--- src/kmg_pkg.sv ---
package kmg_pkg;

    // Board geometry
    localparam int BOARD_SIDE   = 8;
    localparam int SQUARE_COUNT = BOARD_SIDE * BOARD_SIDE;
    localparam int IN_W         = 3;
    localparam int CRD_W        = ($clog2(BOARD_SIDE) > IN_W) ? $clog2(BOARD_SIDE) : IN_W;
    localparam int SQ_W         = $clog2(SQUARE_COUNT);
    localparam int PTR_W        = $clog2(SQUARE_COUNT + 1);
    localparam int DIST_W       = 7;
    localparam int CNT_W        = 6;
    localparam int NC_W         = CRD_W + 2;
    localparam int STEP_N       = 8;
    localparam int COUNT_MAX    = 63;

    localparam int STEP_COL [STEP_N] = '{-1, -1, 1, 1, -2, -2, 2, 2};
    localparam int STEP_ROW [STEP_N] = '{-2, 2, -2, 2, -1, 1, -1, 1};

    typedef struct packed {
        logic [CRD_W-1:0] col;
        logic [CRD_W-1:0] row;
    } t_coord;

    // distance store request
    typedef struct packed {
        logic              clear;
        logic              wr;
        logic [SQ_W-1:0]   wr_addr;
        logic [DIST_W-1:0] wr_data;
        logic              rd;
        logic [SQ_W-1:0]   rd_addr;
    } t_dist_req;

    // visit queue request and status
    typedef struct packed {
        logic   clear;
        logic   push;
        t_coord push_data;
        logic   pop;
    } t_q_req;

    typedef struct packed {
        logic [PTR_W-1:0] head;
        logic [PTR_W-1:0] tail;
    } t_q_stat;

    function automatic logic [SQ_W-1:0] sq_index(input t_coord c);
        return SQ_W'(int'(c.col) * BOARD_SIDE + int'(c.row));
    endfunction

endpackage

--- src/kmg_dist.sv ---
module kmg_dist import kmg_pkg::*; (
    input  logic                     i_clk,
    input  logic                     i_rst_n,
    input  t_dist_req                i_req,
    output logic [DIST_W-1:0]        o_rd_data,
    output logic [SQUARE_COUNT-1:0]  o_visited
);

    logic [DIST_W-1:0]       r_mem [SQUARE_COUNT];
    logic [DIST_W-1:0]       r_rd_data;
    logic [SQUARE_COUNT-1:0] r_visited;
    logic [SQUARE_COUNT-1:0] wr_mark;

    assign wr_mark = i_req.wr ? (SQUARE_COUNT'(1) << i_req.wr_addr) : '0;

    // clear and seed mark land together at query start
    always_ff @(posedge i_clk) begin
        if (!i_rst_n) begin
            r_visited <= '0;
        end else if (i_req.clear) begin
            r_visited <= wr_mark;
        end else begin
            r_visited <= r_visited | wr_mark;
        end
    end

    always_ff @(posedge i_clk) begin
        if (i_req.wr) begin
            r_mem[i_req.wr_addr] <= i_req.wr_data;
        end
        if (i_req.rd) begin
            r_rd_data <= r_mem[i_req.rd_addr];
        end
    end

    assign o_rd_data = r_rd_data;
    assign o_visited = r_visited;

endmodule

--- src/kmg_queue.sv ---
module kmg_queue import kmg_pkg::*; (
    input  logic    i_clk,
    input  logic    i_rst_n,
    input  t_q_req  i_req,
    output t_coord  o_rd_data,
    output t_q_stat o_stat
);

    t_coord           r_mem [SQUARE_COUNT];
    t_coord           r_rd_data;
    logic [PTR_W-1:0] r_head;
    logic [PTR_W-1:0] r_tail;
    logic [SQ_W-1:0]  wr_idx;

    // clear with push seeds entry zero
    assign wr_idx = i_req.clear ? '0 : r_tail[SQ_W-1:0];

    always_ff @(posedge i_clk) begin
        if (!i_rst_n) begin
            r_head <= '0;
            r_tail <= '0;
        end else if (i_req.clear) begin
            r_head <= '0;
            r_tail <= i_req.push ? PTR_W'(1) : '0;
        end else begin
            if (i_req.push) begin
                r_tail <= r_tail + PTR_W'(1);
            end
            if (i_req.pop) begin
                r_head <= r_head + PTR_W'(1);
            end
        end
    end

    always_ff @(posedge i_clk) begin
        if (i_req.push) begin
            r_mem[wr_idx] <= i_req.push_data;
        end
        if (i_req.pop) begin
            r_rd_data <= r_mem[r_head[SQ_W-1:0]];
        end
    end

    assign o_rd_data   = r_rd_data;
    assign o_stat.head = r_head;
    assign o_stat.tail = r_tail;

endmodule

--- src/knight_move_grid_bfs_unit.sv ---
// Channel  | Ports                                          | Handshake
// ---------+------------------------------------------------+-------------------------------
// query    | i_start_col, i_start_row, i_dest_col, i_dest_row | beat taken when start && !busy
// result   | o_move_count, o_reachable                      | beat valid for one cycle, o_done
//
// One query at a time. A query runs a breadth-first search: a seed step, then
// per popped square the pop, queue read and distance read states and, unless it
// is the target, the expand state, which enqueues one neighbor at a time until none
// is left or the queue is full; an off-board square answers in the cycle after its beat.
// While expanding, one push and one distance write per cycle set the pace.
// Reset clears the sequencer, queue pointers and visited bits; the receiver
// cannot stall, so o_done is a single-cycle strobe.
module knight_move_grid_bfs_unit import kmg_pkg::*; (
    input  logic              i_clk,
    input  logic              i_rst_n,
    input  logic              start,
    output logic              busy,
    input  logic [IN_W-1:0]   i_start_col,
    input  logic [IN_W-1:0]   i_start_row,
    input  logic [IN_W-1:0]   i_dest_col,
    input  logic [IN_W-1:0]   i_dest_row,
    output logic              o_done,
    output logic [CNT_W-1:0]  o_move_count,
    output logic              o_reachable
);

    typedef enum logic [2:0] {
        S_IDLE,
        S_POP,
        S_QRD,
        S_DRD,
        S_EXP
    } t_state;

    t_state                  r_state, n_state;
    t_coord                  r_tgt, n_tgt;
    logic                    r_hit, n_hit;
    logic [STEP_N-1:0]       r_pend, n_pend;
    logic                    r_done, n_done;
    logic [CNT_W-1:0]        r_count, n_count;
    logic                    r_reach, n_reach;

    t_dist_req               dreq;
    t_q_req                  qreq;
    logic [DIST_W-1:0]       d_rd;
    logic [SQUARE_COUNT-1:0] visited;
    t_coord                  q_rd;
    t_q_stat                 qstat;

    t_coord                  seed;
    logic                    off_board;
    logic                    can_pop;
    logic                    q_full;

    // neighbor generation for the square being expanded
    t_coord                  nb     [STEP_N];
    logic [SQ_W-1:0]         nb_sq  [STEP_N];
    logic [STEP_N-1:0]       elig;
    logic [STEP_N-1:0]       pick;
    logic [$clog2(STEP_N)-1:0] pick_k;
    logic                    any_elig;
    logic [DIST_W-1:0]       next_dist;

    kmg_dist u_dist (
        .i_clk     (i_clk),
        .i_rst_n   (i_rst_n),
        .i_req     (dreq),
        .o_rd_data (d_rd),
        .o_visited (visited)
    );

    kmg_queue u_queue (
        .i_clk     (i_clk),
        .i_rst_n   (i_rst_n),
        .i_req     (qreq),
        .o_rd_data (q_rd),
        .o_stat    (qstat)
    );

    assign seed.col  = CRD_W'(i_start_col);
    assign seed.row  = CRD_W'(i_start_row);
    assign off_board = (int'(i_start_col) >= BOARD_SIDE) || (int'(i_start_row) >= BOARD_SIDE)
                    || (int'(i_dest_col) >= BOARD_SIDE) || (int'(i_dest_row) >= BOARD_SIDE);
    assign can_pop   = qstat.head < qstat.tail;
    assign q_full    = qstat.tail == PTR_W'(SQUARE_COUNT);
    assign next_dist = d_rd + DIST_W'(1);

    // eight candidates off the current square (held in the queue read register)
    always_comb begin
        logic signed [NC_W-1:0] nc;
        logic signed [NC_W-1:0] nr;
        logic                   on_b;
        for (int k = 0; k < STEP_N; k++) begin
            nc = $signed({2'b00, q_rd.col}) + NC_W'(STEP_COL[k]);
            nr = $signed({2'b00, q_rd.row}) + NC_W'(STEP_ROW[k]);
            on_b = !nc[NC_W-1] && !nr[NC_W-1]
                && (nc < $signed(NC_W'(BOARD_SIDE))) && (nr < $signed(NC_W'(BOARD_SIDE)));
            nb[k].col = nc[CRD_W-1:0];
            nb[k].row = nr[CRD_W-1:0];
            nb_sq[k]  = sq_index(nb[k]);
            elig[k]   = r_pend[k] && on_b && !visited[nb_sq[k]];
        end
    end

    // lowest candidate first keeps the enqueue order
    always_comb begin
        logic found;
        found  = 1'b0;
        pick   = '0;
        pick_k = '0;
        for (int k = 0; k < STEP_N; k++) begin
            if (elig[k] && !found) begin
                found   = 1'b1;
                pick[k] = 1'b1;
                pick_k  = ($clog2(STEP_N))'(k);
            end
        end
        any_elig = found;
    end

    always_comb begin
        n_state = r_state;
        n_tgt   = r_tgt;
        n_hit   = r_hit;
        n_pend  = r_pend;
        n_done  = 1'b0;
        n_count = r_count;
        n_reach = r_reach;
        dreq    = '0;
        qreq    = '0;

        unique case (r_state)
            S_IDLE: begin
                if (start) begin
                    if (off_board) begin
                        n_done  = 1'b1;
                        n_count = '0;
                        n_reach = 1'b0;
                    end else begin
                        n_tgt.col      = CRD_W'(i_dest_col);
                        n_tgt.row      = CRD_W'(i_dest_row);
                        dreq.clear     = 1'b1;
                        dreq.wr        = 1'b1;
                        dreq.wr_addr   = sq_index(seed);
                        dreq.wr_data   = '0;
                        qreq.clear     = 1'b1;
                        qreq.push      = 1'b1;
                        qreq.push_data = seed;
                        n_state        = S_POP;
                    end
                end
            end
            S_POP: begin
                if (can_pop) begin
                    qreq.pop = 1'b1;
                    n_state  = S_QRD;
                end else begin
                    n_done  = 1'b1;
                    n_count = '0;
                    n_reach = 1'b0;
                    n_state = S_IDLE;
                end
            end
            S_QRD: begin
                dreq.rd      = 1'b1;
                dreq.rd_addr = sq_index(q_rd);
                n_hit        = q_rd == r_tgt;
                n_pend       = '1;
                n_state      = S_DRD;
            end
            S_DRD: begin
                if (r_hit) begin
                    n_done  = 1'b1;
                    n_count = (int'(d_rd) > COUNT_MAX) ? CNT_W'(COUNT_MAX) : d_rd[CNT_W-1:0];
                    n_reach = 1'b1;
                    n_state = S_IDLE;
                end else begin
                    n_state = S_EXP;
                end
            end
            S_EXP: begin
                if (any_elig && !q_full) begin
                    qreq.push      = 1'b1;
                    qreq.push_data = nb[pick_k];
                    dreq.wr        = 1'b1;
                    dreq.wr_addr   = nb_sq[pick_k];
                    dreq.wr_data   = next_dist;
                    n_pend         = r_pend & ~pick;
                    if (((elig & ~pick) == '0) || (qstat.tail == PTR_W'(SQUARE_COUNT - 1))) begin
                        n_state = S_POP;
                    end
                end else begin
                    n_state = S_POP;
                end
            end
            default: begin
                n_state = S_IDLE;
            end
        endcase
    end

    always_ff @(posedge i_clk) begin
        if (!i_rst_n) begin
            r_state <= S_IDLE;
            r_done  <= 1'b0;
        end else begin
            r_state <= n_state;
            r_done  <= n_done;
        end
        r_tgt   <= n_tgt;
        r_hit   <= n_hit;
        r_pend  <= n_pend;
        r_count <= n_count;
        r_reach <= n_reach;
    end

    assign busy         = r_state != S_IDLE;
    assign o_done       = r_done;
    assign o_move_count = r_count;
    assign o_reachable  = r_reach;

`ifndef SYNTHESIS
    // a result always closes the search
    a_done_idle: assert property (@(posedge i_clk) disable iff (!i_rst_n)
        o_done |-> !busy)
        else $error("result strobe while search still running");

    a_unreach_zero: assert property (@(posedge i_clk) disable iff (!i_rst_n)
        (o_done && !o_reachable) |-> (o_move_count == '0))
        else $error("unreachable result with nonzero move count");

    a_accept_progress: assert property (@(posedge i_clk) disable iff (!i_rst_n)
        (start && !busy) |=> (o_done || busy))
        else $error("accepted query neither answered nor searching");

    a_queue_order: assert property (@(posedge i_clk) disable iff (!i_rst_n)
        (qstat.head <= qstat.tail) && (qstat.tail <= PTR_W'(SQUARE_COUNT)))
        else $error("visit queue pointers out of order");

    a_push_room: assert property (@(posedge i_clk) disable iff (!i_rst_n)
        (qreq.push && !qreq.clear) |-> !q_full)
        else $error("push into full visit queue");
`endif

endmodule

--- config.mk ---
export PLATFORM = sky130hd
export DESIGN_NAME = knight_move_grid_bfs_unit
export DESIGN_NICKNAME = d
export VERILOG_FILES = /design/src/kmg_pkg.sv /design/src/kmg_dist.sv /design/src/kmg_queue.sv /design/src/knight_move_grid_bfs_unit.sv
export SDC_FILE = /design/constraint.sdc
export NUM_CORES = 1
export LEC_CHECK = 0
export ABC_AREA = 1
export BUFFER_PORTS_ARGS = -buffer_cell sky130_fd_sc_hd__buf_2
export CAP_MARGIN = 40
export CORE_MARGIN = 2
export CORE_UTILIZATION = 50
export CTS_BUF_LIST = sky130_fd_sc_hd__clkbuf_8
export DETAILED_ROUTE_END_ITERATION = 10
export GPL_TIMING_DRIVEN = 1
export HOLD_SLACK_MARGIN = 0.15
export PLACE_DENSITY = 0.65
export REMOVE_ABC_BUFFERS = 1
export SLEW_MARGIN = 10
export SYNTH_ARGS = -nofsm -noshare
export SYNTH_HDL_FRONTEND = slang
export SYNTH_SLANG_ARGS = --single-unit
export TNS_END_PERCENT = 100
--- constraint.sdc ---
create_clock -name i_clk -period 6.5 [get_ports i_clk]
set_input_delay 1.95 -clock i_clk [delete_from_list [all_inputs] [get_ports i_clk]]
set_output_delay 1.95 -clock i_clk [all_outputs]
set_load 0.01 [all_outputs]
==> results.toml, run 1 <==
[global_route]
met3_usage_pct = 5.24
grt_max_degree = 169
top_usage_layer = "met2"
grt.overflow.total = 0
grtUsageMet1_pct = 36.4
antenna_found_initial = 3
grt_pass1_vias = 27167
grt_pass1_wl_mm = 168
grt_use_total_pct = 26.2
use_met2_pct = 40.8

[die]
die-area_mm2 = 0.0843
die_h_um = 290
core_mm2 = 0.0816
die_x_um = 290
io_pins = 24
placementRows = 105
initial_utilization_pct = 50.2

[finish]
register_area_mm2 = 0.0277
drive_gt1_share_pct = 10.2
fin_util_pct = 55.1
mostFrequentLayoutCell = "edfxtp_1"
multiInputGateArea_mm2 = 0.0117
area_growth_pct = 9.68
fin_nets = 3654
mostFrequentLayoutCells = "edfxtp_1 (867), nand2_1 (567), nor2_1 (407)"
fill_cells = 6896

[clock_tree]
cts.sinks = 949
clockRootBuffer = "clkbuf_8"
cts-resized-gates = 0
post_cts_buffers = 0
clkTransAtPathRegs_ps = 60
clk_path_buf_depth = 3
hold_buffers = 0
cts_tree = "done"
htree_levels = 4
clock_latency_ps = 830
cts_buffers = 155

[placed_design]
gp_congestion = 0.920
portBuffers = 23
hpwl_mm = 69.3
place_ws_ps = 1230

[sta]
slew_viol_final = 0
fmax_mhz = 185
maxSlewHeadroom_pct = 39.2
rsz0062_at_grt = "no"
finClkSkew_ps = 57.1
setup_violations = 0
min_period_over_period_pct = 83.2
layout_setup_ws_ps = 1090
hold_viol = 0
period_minus_slack_ps = 5410
worstMarginPinSlew_ps = 912

[drt]
via_per_inst = 6.04
dr.pass1.iters = 6
wl_per_cell_um = 23.3
dr_total_vias = 29018
drc = 0
routed_wl_mm = 112
ant_nets = 0
drtIter0Drc = 3552

[worst_setup_path]
worstReg2RegEnd = "u_dist.r_mem[18][6]$_DFFE_PP_"
critPathBufInv = 3
crit_slowest_cell = "nor2_1"
start_kind = "flop"
worstSetupPathType = "reg -> reg"
reg2reg_from = "u_queue.o_rd_data[1]$_DFFE_PP_"
cp_data_required_time_ps = 6920
worst-path-max-fanout = 22
cp_slowest_stage_delay_ps = 560
cp_cell_sequence = "inv_2, ha_1, ha_1, clkinv_1, nand3_1, nand3_1, nand3_1, nand2_1, nand2_1, nand3_4, a41oi_4, nand2_1, nand3_1, nand2_2, inv_2, nand2_2, nor3_2, nand2_1, nor2_1"
rrSetupSlack_ps = 1090
path_delay_family = "simple AND/OR/NAND/NOR gates"
ff2ff_path_depth = 19
crit_arrival_ps = 5830
crit_path_end_kind = "flop"

[yosys]
synth_top_family_by_area = "simple AND/OR/NAND/NOR gates"
synth.cell_area_mm2 = 0.0410
synth-simple-area-share_pct = 14.9
synth-edff-count = 867
synth-seq-cells = 949
async_flop_share_pct = 0
synthCells = 3609
ys_seq_area_share_pct = 67.5
synth_xor_xnor_area_share_pct = 0.168
synth-adder-area-share_pct = 0.671
ys_warn_count = 0
synthFlopType = "edfxtp_1"
synthMuxAreaShare_pct = 0
synth-compound-area-share_pct = 12.5
synth.avg_cell_area_um2 = 11.4
synthDistinctLibCells = 60

[power]
vdd_drop_max_uv = 177
post-layout-total-power_mw = 12.4
p_leak_nw = 15.4
powerDensity_mw_per_mm2 = 276

[min_path]
whs_endpoint = "u_dist.o_visited[31]$_SDFF_PN0_"
hp-start = "u_dist.o_visited[31]$_SDFF_PN0_"
whs_path_depth = 2
hold_path_class = "reg -> reg"

[run_status]
status = "completed"

[run]
cap_viol_max_count = 0
-- sequential cells by signal (all words and copies together), names as in the netlist --
signal / cells
o_done: 1
o_move_count: 6
o_reachable: 1
r_hit: 1
r_pend: 8
r_state: 3
r_tgt: 6
u_dist.o_rd_data: 7
u_dist.o_visited: 64
u_dist.r_mem: 448
u_queue.o_rd_data: 6
u_queue.r_head: 7
u_queue.r_mem: 384
u_queue.r_tail: 7
-- Yosys cell counts (all sizes together) (5+ instances only) --
cell type	instances	area [um2]
edfxtp	867	26000
nand2	574	2180
nor2	431	1670
o21ai	291	1460
nand3	267	1420
clkbuf	189	709
o22ai	174	1090
inv	170	646
a21oi	90	454
dfxtp	82	1640
buf	60	362
nand4	60	394
a211oi	58	435
a311oi	56	490
o2bb2ai	56	490
o221ai	34	298
nor3	31	225
o211ai	26	195
ha	22	275
or2	15	93.8
a31oi	10	62.6
nor4	9	56.3
clkinv	6	22.5
a221o	5	50.1
nor3b	5	37.5
xor2	5	43.8
-- cells by family (layout without fill, tap and decap cells) --
group / count (synthesis) / after routing
DFF: 949 / 949
AOI/OAI and AO/OA: 811 / 811
adders and majority gates: 22 / 22
xor gates and xnor gates: 7 / 7
and+or+nand+nor: 1395 / 1395
buffers and inverters: 425 / 548
other: 0 / 2
-- area by class of cell --
class | instances | share of cell area (%)
sequential | 949 | 61.6
multi-input combinational | 2235 | 26.0
clock buffer | 163 | 4.99
tap | 1070 | 2.98
timing repair buffer | 100 | 1.81
inverter | 176 | 1.50
clock inverter | 109 | 1.17
antenna | 2 | 0.0111
-- power breakdown --
group | internal [mW] | leakage [nW] | switching (mW)
combinational | 0.239 | 5.23 | 0.723
sequential | 6.70 | 8.54 | 0.0242
clock | 2.34 | 1.62 | 2.39
-- worst min-delay path, stage by stage, from the launching register on --
cell	delay [ps]
dfxtp_1	320
nand2_1	60
nand2_1	40
-- per-layer routing --
layer | vias up | share of wire, %
li1 | 13289 | -
met1 | 14115 | 41
met2 | 1399 | 47
met3 | 215 | 8.5
met4 | 0 | 3.3
met5 | - | 0
-- worst max path at each step --
| stage | from | depth (start not counted) | to |
|---|---|---|---|
| after floorplan | u_queue.o_rd_data[0]$_DFFE_PP_ | 11 | u_dist.o_rd_data[0]$_DFFE_PP_ |
| after global placement | u_queue.o_rd_data[1]$_DFFE_PP_ | 20 | u_dist.r_mem[8][2]$_DFFE_PP_ |
| after detailed placement | u_queue.o_rd_data[2]$_DFFE_PP_ | 21 | u_dist.r_mem[50][3]$_DFFE_PP_ |
| after CTS | u_queue.o_rd_data[1]$_DFFE_PP_ | 22 | u_dist.r_mem[26][6]$_DFFE_PP_ |
| after global routing | u_queue.o_rd_data[1]$_DFFE_PP_ | 22 | u_dist.r_mem[27][3]$_DFFE_PP_ |
| final | u_queue.o_rd_data[1]$_DFFE_PP_ | 19 | u_dist.r_mem[18][6]$_DFFE_PP_ |
-- metrics by stage --
stage | hold WS (ps) | instance area [um2] | setup TNS, ps | cells
5_1_grt | 485 | 45000 | 0 | 4804
6_report | 466 | 45000 | 0 | 4804
3_3_place_gp | 454 | 42000 | 0 | 4519
3_5_place_dp | 454 | 42200 | 0 | 4530
2_1_floorplan | 439 | 39900 | -2950790 | 3360
4_1_cts | 464 | 45000 | 0 | 4802
Power figures use the tool's default switching activity.
==> run 2, diff against run 1 <==
ABC_AREA = 0   (was 1)
PLACE_DENSITY = 0.68   (was 0.65)
clock period = 4.9 ns   (was 6.5 ns; I/O delays follow)
==> results.toml, run 2 <==
[run_status]
status = "completed"

[drt]
routed_wl_mm = 103
ant_nets = 0
wl_per_cell_um = 25.0
dr.pass1.iters = 6
via_per_inst = 6.15
drc = 0
drtIter0Drc = 2689
dr_total_vias = 25275

[worst_setup_path]
path_delay_family = "multiplexers"
startpoint = "u_queue.o_rd_data[0]$_DFFE_PP_"
worstReg2RegEnd = "u_dist.r_mem[19][5]$_DFFE_PP_"
crit_slowest_cell = "mux4_2"
reg2reg_from = "u_queue.o_rd_data[0]$_DFFE_PP_"
cp_cell_sequence = "inv_1, ha_4, buf_12, mux4_2, mux4_2, mux2i_4, nand3_2, a211oi_4, o221ai_2, xnor2_1, a32oi_2, o21ai_4, or3b_1, buf_4, nor2_1, buf_4"
worstSetupPathType = "reg -> reg"
cp_slowest_stage_delay_ps = 560
worst-path-max-fanout = 17
start_kind = "flop"
crit_path_end_kind = "flop"
crit_path_end = "u_dist.r_mem[19][5]$_DFFE_PP_"
crit_arrival_ps = 5240
critPathBufInv = 4
rrSetupSlack_ps = 150
cp_data_required_time_ps = 5390
cp.depth = 16
ff2ff_path_depth = 16

[placed_design]
place_ws_ps = -111
gp_congestion = 0.956
portBuffers = 23
hpwl_mm = 65.9

[yosys]
yosys.area.top_type = "edfxtp_1"
yosys-top-cells-count = "edfxtp_1 (867), nand2_1 (386), nor2_1 (184)"
synth-edff-count = 867
ys_seq_area_share_pct = 68.5
synth_area_leaders = "edfxtp_1 (64%), mux4_2 (9.6%), dfxtp_1 (4.1%)"
synthDistinctLibCells = 84
yosysTopAreaCellShare_pct = 64.4
synth.cell_area_mm2 = 0.0404
ys_warn_count = 0
yosysMostFrequentCell = "edfxtp_1"
synth.avg_cell_area_um2 = 15.0
synthCells = 2704
synthFlopType = "edfxtp_1"
synth-seq-cells = 949
async_flop_share_pct = 0

[sta]
slew_viol_final = 0
totalNegativeSetupSlack_ps = 0
maxSlewHeadroom_pct = 38.1
setup_violations = 0
finClkSkew_ps = 42.8
min_period_over_period_pct = 96.9
hold_viol = 0
layout_setup_ws_ps = 152
fmax_mhz = 211
worstMarginPinSlew_ps = 926
period_minus_slack_ps = 4750

[die]
die_x_um = 288
core_mm2 = 0.0803
die-area_mm2 = 0.0832
die_h_um = 288
initial_utilization_pct = 50.4
placementRows = 104
io_pins = 24

[clock_tree]
cts_buffers = 153
clk_path_buf_depth = 3
clkTransAtPathRegs_ps = 60
cts.sinks = 949
cts_tree = "done"
clock_latency_ps = 810
hold_buffers = 0
clockRootBuffer = "clkbuf_8"
htree_levels = 4

[finish]
area_growth_pct = 14.3
multiInputGateArea_mm2 = 0.0121
mostFrequentLayoutCells = "edfxtp_1 (867), nand2_1 (378), buf_4 (220)"
register_area_mm2 = 0.0277
fin_nets = 2977
mostFrequentLayoutCell = "edfxtp_1"
regMostFlops = "u_dist.r_mem"
largest_reg_flops = 448
fill_cells = 6075
drive_gt1_share_pct = 23.2

[power]
p_leak_nw = 15.6
post-layout-total-power_mw = 17.7
vdd_drop_max_uv = 258
powerDensity_mw_per_mm2 = 384

[global_route]
grt_pass1_wl_mm = 153
grt.overflow.total = 0
grt_pass1_vias = 24937
grt_max_degree = 85
antenna_found_initial = 4
grt_use_total_pct = 24.7

[run]
cap_viol_max_count = 0

[min_path]
hold_path_class = "reg -> reg"
==> run 2: cell count changes after synthesis, sizes merged, moves of 104 or more <==
cell,change
nand3,-185
o22ai,-143
mux4,+173
o21ai,-180
inv,-138
nor2,-247
nand2,-186
mux2i,+104
==> run 2: cell families (layout without fill, tap and decap cells) <==
group | count (synthesis) | after routing | synth area share, %
flip-flops | 949 | 949 | 68.5
AND/OR/NAND/NOR | 800 | 800 | 8.78
AO/OA/AOI/OAI | 406 | 407 | 6.81
multiplexers | 285 | 285 | 12.5
buffers and inverters | 216 | 562 | 2.24
XOR/XNOR | 25 | 25 | 0.542
adder cells (fa/ha/maj) | 23 | 23 | 0.706
other | 0 | 1 | 0
==> run 2: timing repair <==
item | CTS | global route
cloned | 0 | 3
pin swaps | 0 | 3
setup buffers | 0 | 5
resized for setup | 5 | 27
endpoints found under the setup margin | 225 | 496
==> run 2: layout make-up <==
class | count | share of cell area, %
clock inverter | 110 | 1.42
sequential | 949 | 59.9
clock buffer | 156 | 4.65
inverter | 32 | 0.260
multi-input combinational | 1540 | 26.2
tap | 1060 | 2.87
timing repair buffer | 264 | 4.74
antenna | 1 | 0.00541
==> run 2: how the worst min path moves through the flow <==
stage / startpoint / depth (start not counted) / end / slack [ps]
after floorplan: u_dist.o_visited[11]$_SDFF_PN0_ / 2 / u_dist.o_visited[11]$_SDFF_PN0_ / 450
after global placement: u_dist.o_visited[46]$_SDFF_PN0_ / 2 / u_dist.o_visited[46]$_SDFF_PN0_ / 460
after detailed placement: u_dist.o_visited[26]$_SDFF_PN0_ / 2 / u_dist.o_visited[26]$_SDFF_PN0_ / 480
after CTS: u_dist.o_visited[46]$_SDFF_PN0_ / 2 / u_dist.o_visited[46]$_SDFF_PN0_ / 490
after global routing: u_dist.o_visited[46]$_SDFF_PN0_ / 2 / u_dist.o_visited[46]$_SDFF_PN0_ / 500
final: u_dist.o_visited[46]$_SDFF_PN0_ / 2 / u_dist.o_visited[46]$_SDFF_PN0_ / 490
==> run 2: worst reg2reg max path, stage by stage, from the launching register on <==
cell and delay (ps):
edfxtp_1 460, inv_1 130, ha_4 340, buf_12 180
mux4_2 310, mux4_2 560, mux2i_4 260, nand3_2 160
a211oi_4 320, o221ai_2 180, xnor2_1 200, a32oi_2 350
o21ai_4 150, or3b_1 360, buf_4 220, nor2_1 110
buf_4 170
==> run 2: per-layer routing <==
metal | vias up | track usage [%] | wire length [um]
met2 | 1306 | 37.9 | 47500
met5 | - | 0 | 0
li1 | 11048 | - | -
met1 | 12716 | 34.5 | 42500
met3 | 205 | 6.55 | 10300
met4 | 0 | 8.37 | 2530
==> run 2: power by group <==
part / switching (mW) / internal, mW / total [mW]
Clock: 3.09 / 3.20 / 6.30
Sequential: 0.0696 / 9.19 / 9.26
Combinational: 1.46 / 0.710 / 2.17
==> run 2: per-stage QoR <==
stage	area, um2	util [%]	hold slack (ps)	cells
final	46200	57.6	487	4112
after global placement	43100	53.6	464	3829
after global routing	46200	57.6	503	4112
after CTS	46000	57.3	486	4103
after detailed placement	43200	53.8	475	3837
after floorplan	39600	-	450	2520
